[src/rtl/stereo_mix_gain_pan_unit_assert.svh]
// ----------------------------------------------------------------------------
// stereo mix assertion macros
// shorthand for the concurrent checks of the mixer top level
// ----------------------------------------------------------------------------
`ifndef STEREO_MIX_GAIN_PAN_UNIT_ASSERT_SVH
`define STEREO_MIX_GAIN_PAN_UNIT_ASSERT_SVH

// same-cycle implication
`define SMGP_ASSERT_IMPL(lbl, clk, rst_n, ante, cons) \
  lbl: assert property (@(posedge clk) disable iff (!rst_n) (ante) |-> (cons)) \
    else $error("smgp: implication check failed");

// next-cycle implication
`define SMGP_ASSERT_NEXT(lbl, clk, rst_n, ante, cons) \
  lbl: assert property (@(posedge clk) disable iff (!rst_n) (ante) |=> (cons)) \
    else $error("smgp: next-cycle check failed");

`endif

[src/rtl/smgp_pkg.sv]
// ----------------------------------------------------------------------------
// smgp_pkg
// shared types, codes, and saturating and halving helpers of the stereo mixer
// ----------------------------------------------------------------------------
`default_nettype none

package smgp_pkg;

  localparam int unsigned SAMPLE_W  = 16;
  localparam int unsigned GAIN_W    = 16;
  localparam int unsigned POS_W     = 10;
  localparam int unsigned STORE_W   = 2 * SAMPLE_W;
  localparam int unsigned CFG_IDX_W = 1;
  localparam int unsigned CFG_W     = 16;

  localparam logic [GAIN_W-1:0] GLOBAL_GAIN_RST = 16'd16384;

  localparam logic [CFG_IDX_W-1:0] REG_GLOBAL_GAIN    = 1'b0;
  localparam logic [CFG_IDX_W-1:0] REG_GLOBAL_GAIN_EN = 1'b1;

  localparam logic ACT_MIX  = 1'b0;
  localparam logic ACT_READ = 1'b1;

  typedef struct packed {
    logic en;
    logic we;
  } store_ctrl_t;

  function automatic logic signed [SAMPLE_W-1:0] sat16(input logic signed [32:0] v);
    logic signed [32:0] hi;
    logic signed [32:0] lo;
    hi = 33'sd32767;
    lo = -33'sd32768;
    if (v > hi) begin
      sat16 = 16'sh7fff;
    end else if (v < lo) begin
      sat16 = 16'sh8000;
    end else begin
      sat16 = v[SAMPLE_W-1:0];
    end
  endfunction

  // halve, truncating toward zero
  function automatic logic signed [SAMPLE_W-1:0] half_tz(
    input logic signed [SAMPLE_W-1:0] a
  );
    logic signed [SAMPLE_W:0] t;
    t = 17'(a) + 17'({16'b0, a[SAMPLE_W-1]});
    half_tz = t[SAMPLE_W:1];
  endfunction

endpackage

`default_nettype wire

[src/rtl/smgp_qmul.sv]
// ----------------------------------------------------------------------------
// smgp_qmul
// signed sample times unsigned Q gain, truncated toward zero and saturated
// ----------------------------------------------------------------------------
`default_nettype none

module smgp_qmul #(
  parameter int unsigned FRAC_BITS = 14
) (
  input  logic signed [smgp_pkg::SAMPLE_W-1:0] a_i,
  input  logic        [smgp_pkg::GAIN_W-1:0]   g_i,
  output logic signed [smgp_pkg::SAMPLE_W-1:0] y_o
);
  import smgp_pkg::*;

  localparam logic signed [32:0] BIAS = (33'sd1 <<< FRAC_BITS) - 33'sd1;

  logic signed [16:0] g_s;
  logic signed [32:0] prod;
  logic signed [32:0] biased;
  logic signed [32:0] shifted;

  assign g_s     = $signed({1'b0, g_i});
  assign prod    = a_i * g_s;
  assign biased  = prod + (prod[32] ? BIAS : 33'sd0);
  assign shifted = biased >>> FRAC_BITS;
  assign y_o     = sat16(shifted);

endmodule

`default_nettype wire

[config.mk]
export PLATFORM = sky130hd
export DESIGN_NAME = smgp_qmul
export DESIGN_NICKNAME = d
export VERILOG_FILES = /design/src/rtl/stereo_mix_gain_pan_unit_assert.svh /design/src/rtl/smgp_pkg.sv /design/src/rtl/smgp_qmul.sv
export SDC_FILE = /design/constraint.sdc
export NUM_CORES = 1
export LEC_CHECK = 0
export BUFFER_PORTS_ARGS = -buffer_cell sky130_fd_sc_hd__clkbuf_2
export CORE_ASPECT_RATIO = 1.2
export CORE_UTILIZATION = 35
export DETAILED_ROUTE_END_ITERATION = 7
export SYNTH_ARGS = -nofsm -noshare
export SYNTH_HDL_FRONTEND = slang
export SYNTH_SLANG_ARGS = --single-unit
[constraint.sdc]
create_clock -name vclk -period 21.9
set_input_delay 3.285 -clock vclk [all_inputs]
set_output_delay 3.285 -clock vclk [all_outputs]
set_load 0.01 [all_outputs]
==> out/metrics.csv <==
metric,value,unit
synth_fp_nets,1579,
ys_seq_area_share,0,%
synthXorXnorAreaFrac,2.608,%
wl_per_cell,15.67,um
yosys.area.top_type,fa_1,
synth_area_leaders,"fa_1 37%, ha_1 15%, inv_1 9.2%",
synthTopCellsByCount,"255 x inv_1, 194 x fa_1, 153 x nand2_1",
synth_top_area_share,37.48,%
seq_area,0,um^2
die_width,159.1,um
fmax,0.06516,GHz
die_h,190.5,um
cp_common_cell,fa_1,
synthAdderAreaFrac,52.93,%
fin_crit_sh,70.08,%
critPathKind,primary input to output pin,
met1_length,10890,um
antenna_found_initial,0,
synthMuxAreaShare,0,%
grt_max_degree,17,
worst-path-max-fanout,16,
tns,0,ns
wl_met2,13200,um
synth_compound_area_share,12.10,%
yosysWarnings,0,
vias_per_cell,5.017,
postCtsResizedCells,0,
post_cts_buffers,0,
initial_utilization,35.82,%
top_layer,met4,
slew_headroom,57.21,%
slowest_delay,0.54,ns
die_area,30300,um^2
grt_pass1_wl,42740,um
cpMaxStageDelayCell,fa_1,
drc,0,
track_usage,17.21,%
critPathCaptureType,output pin,
synth_area,10360,um^2
met3_length,844,um
io_pins,48,
io_buffers,48,
gp_congestion,0.8541,
grt_pass1_vias,8360,
start_kind,primary input,
grt-ovfl-total,0,
hold_path_class,primary input to output pin,
final_nets,1579,
nClkBuffers,0,
syn_area_per_cell,8.459,um^2
rsz0062_at_grt,no,
cts.hold.buffers_added,0,
fillers,2992,
wl,25190,um
drtIter0Drc,279,
hpwl,21490,um
drive_above_1_share,8.422,%
synth_cell_type_count,84,
syn2layout_area_growth,4.516,%
tightestPinTransition,0.6256,ns
maxCapViolations,0,
firstDrtPassIters,5,
seq_cells,0,
min_period,15.35,ns
arrival,12.06,ns
synth_most_common_cell,inv_1,
antenna_cells,0,
via_count,8067,
setup-violations-final,0,
report.final.slew_viol_count,0,
status,"complete, no violations",
ant_nets,0,
std_cell_rows,68,
synthSimpleGateAreaFrac,20.67,%
synth_cells,1225,
hold_viol,0,
synth_top_family_by_area,adder cells,
core,28930,um^2
cp.required,18.62,ns
routing by layer:
metal | up-vias | track usage, %
li1 | 3857 | -
met5 | - | 0
met1 | 4037 | 22.47
met3 | 22 | 0.8917
met4 | 0 | 1.960
met2 | 151 | 32.14
per-stage QoR:
step	hold slack (ns)	utilization, %	instances	setup slack (ns)	area, um^2
floorplan	7.360	-	1225	7.712	10360
global placement	8.028	37.44	1608	6.615	10830
detailed placement	8.010	37.44	1608	6.490	10830
CTS	8.018	37.44	1608	6.499	10830
global route	8.093	37.44	1608	5.971	10830
finish	7.993	37.44	1608	6.552	10830
critical path: cells and delay by family:
family / cells / cell delay, ns
compound gates: 9 / 2.29
fa+ha+maj: 8 / 3.84
buf+inv: 7 / 0.97
simple gates: 8 / 1.66
area by class of cell:
type	instances	area, um^2	share of cell area (%)
Multi-Input combinational cell	920	9151	84.50
Tap cell	385	481.7	4.448
Timing Repair Buffer	48	240.2	2.218
Inverter	255	957.2	8.838
cell families after synthesis:
family,count (synthesis)
AO/OA/AOI/OAI,160
XOR/XNOR,30
adder cells (fa/ha/maj),322
buffers and inverters,305
AND/OR/NAND/NOR,408
final timing paths:
path  startpoint      to  slack (ns)  cells past startpoint
max       g_i[6]  y_o[3]        6.55                     32
min       a_i[0]  y_o[0]        7.99                     10
placed cells by master (no fill, tap or decap), types with 19 or more instances in the layout:
cell type  synthesis  final
a21oi_1           30     30
and2_1           125    125
clkbuf_2           1     48
fa_1             194    194
ha_1             128    128
inv_1            255    255
nand2_1          153    153
nor2_1            37     37
o21ai_0           23     23
xnor2_1           19     19
Power is not shown: default switching activity piles up to over one toggle a cycle in this logic, so the estimate is an artifact.
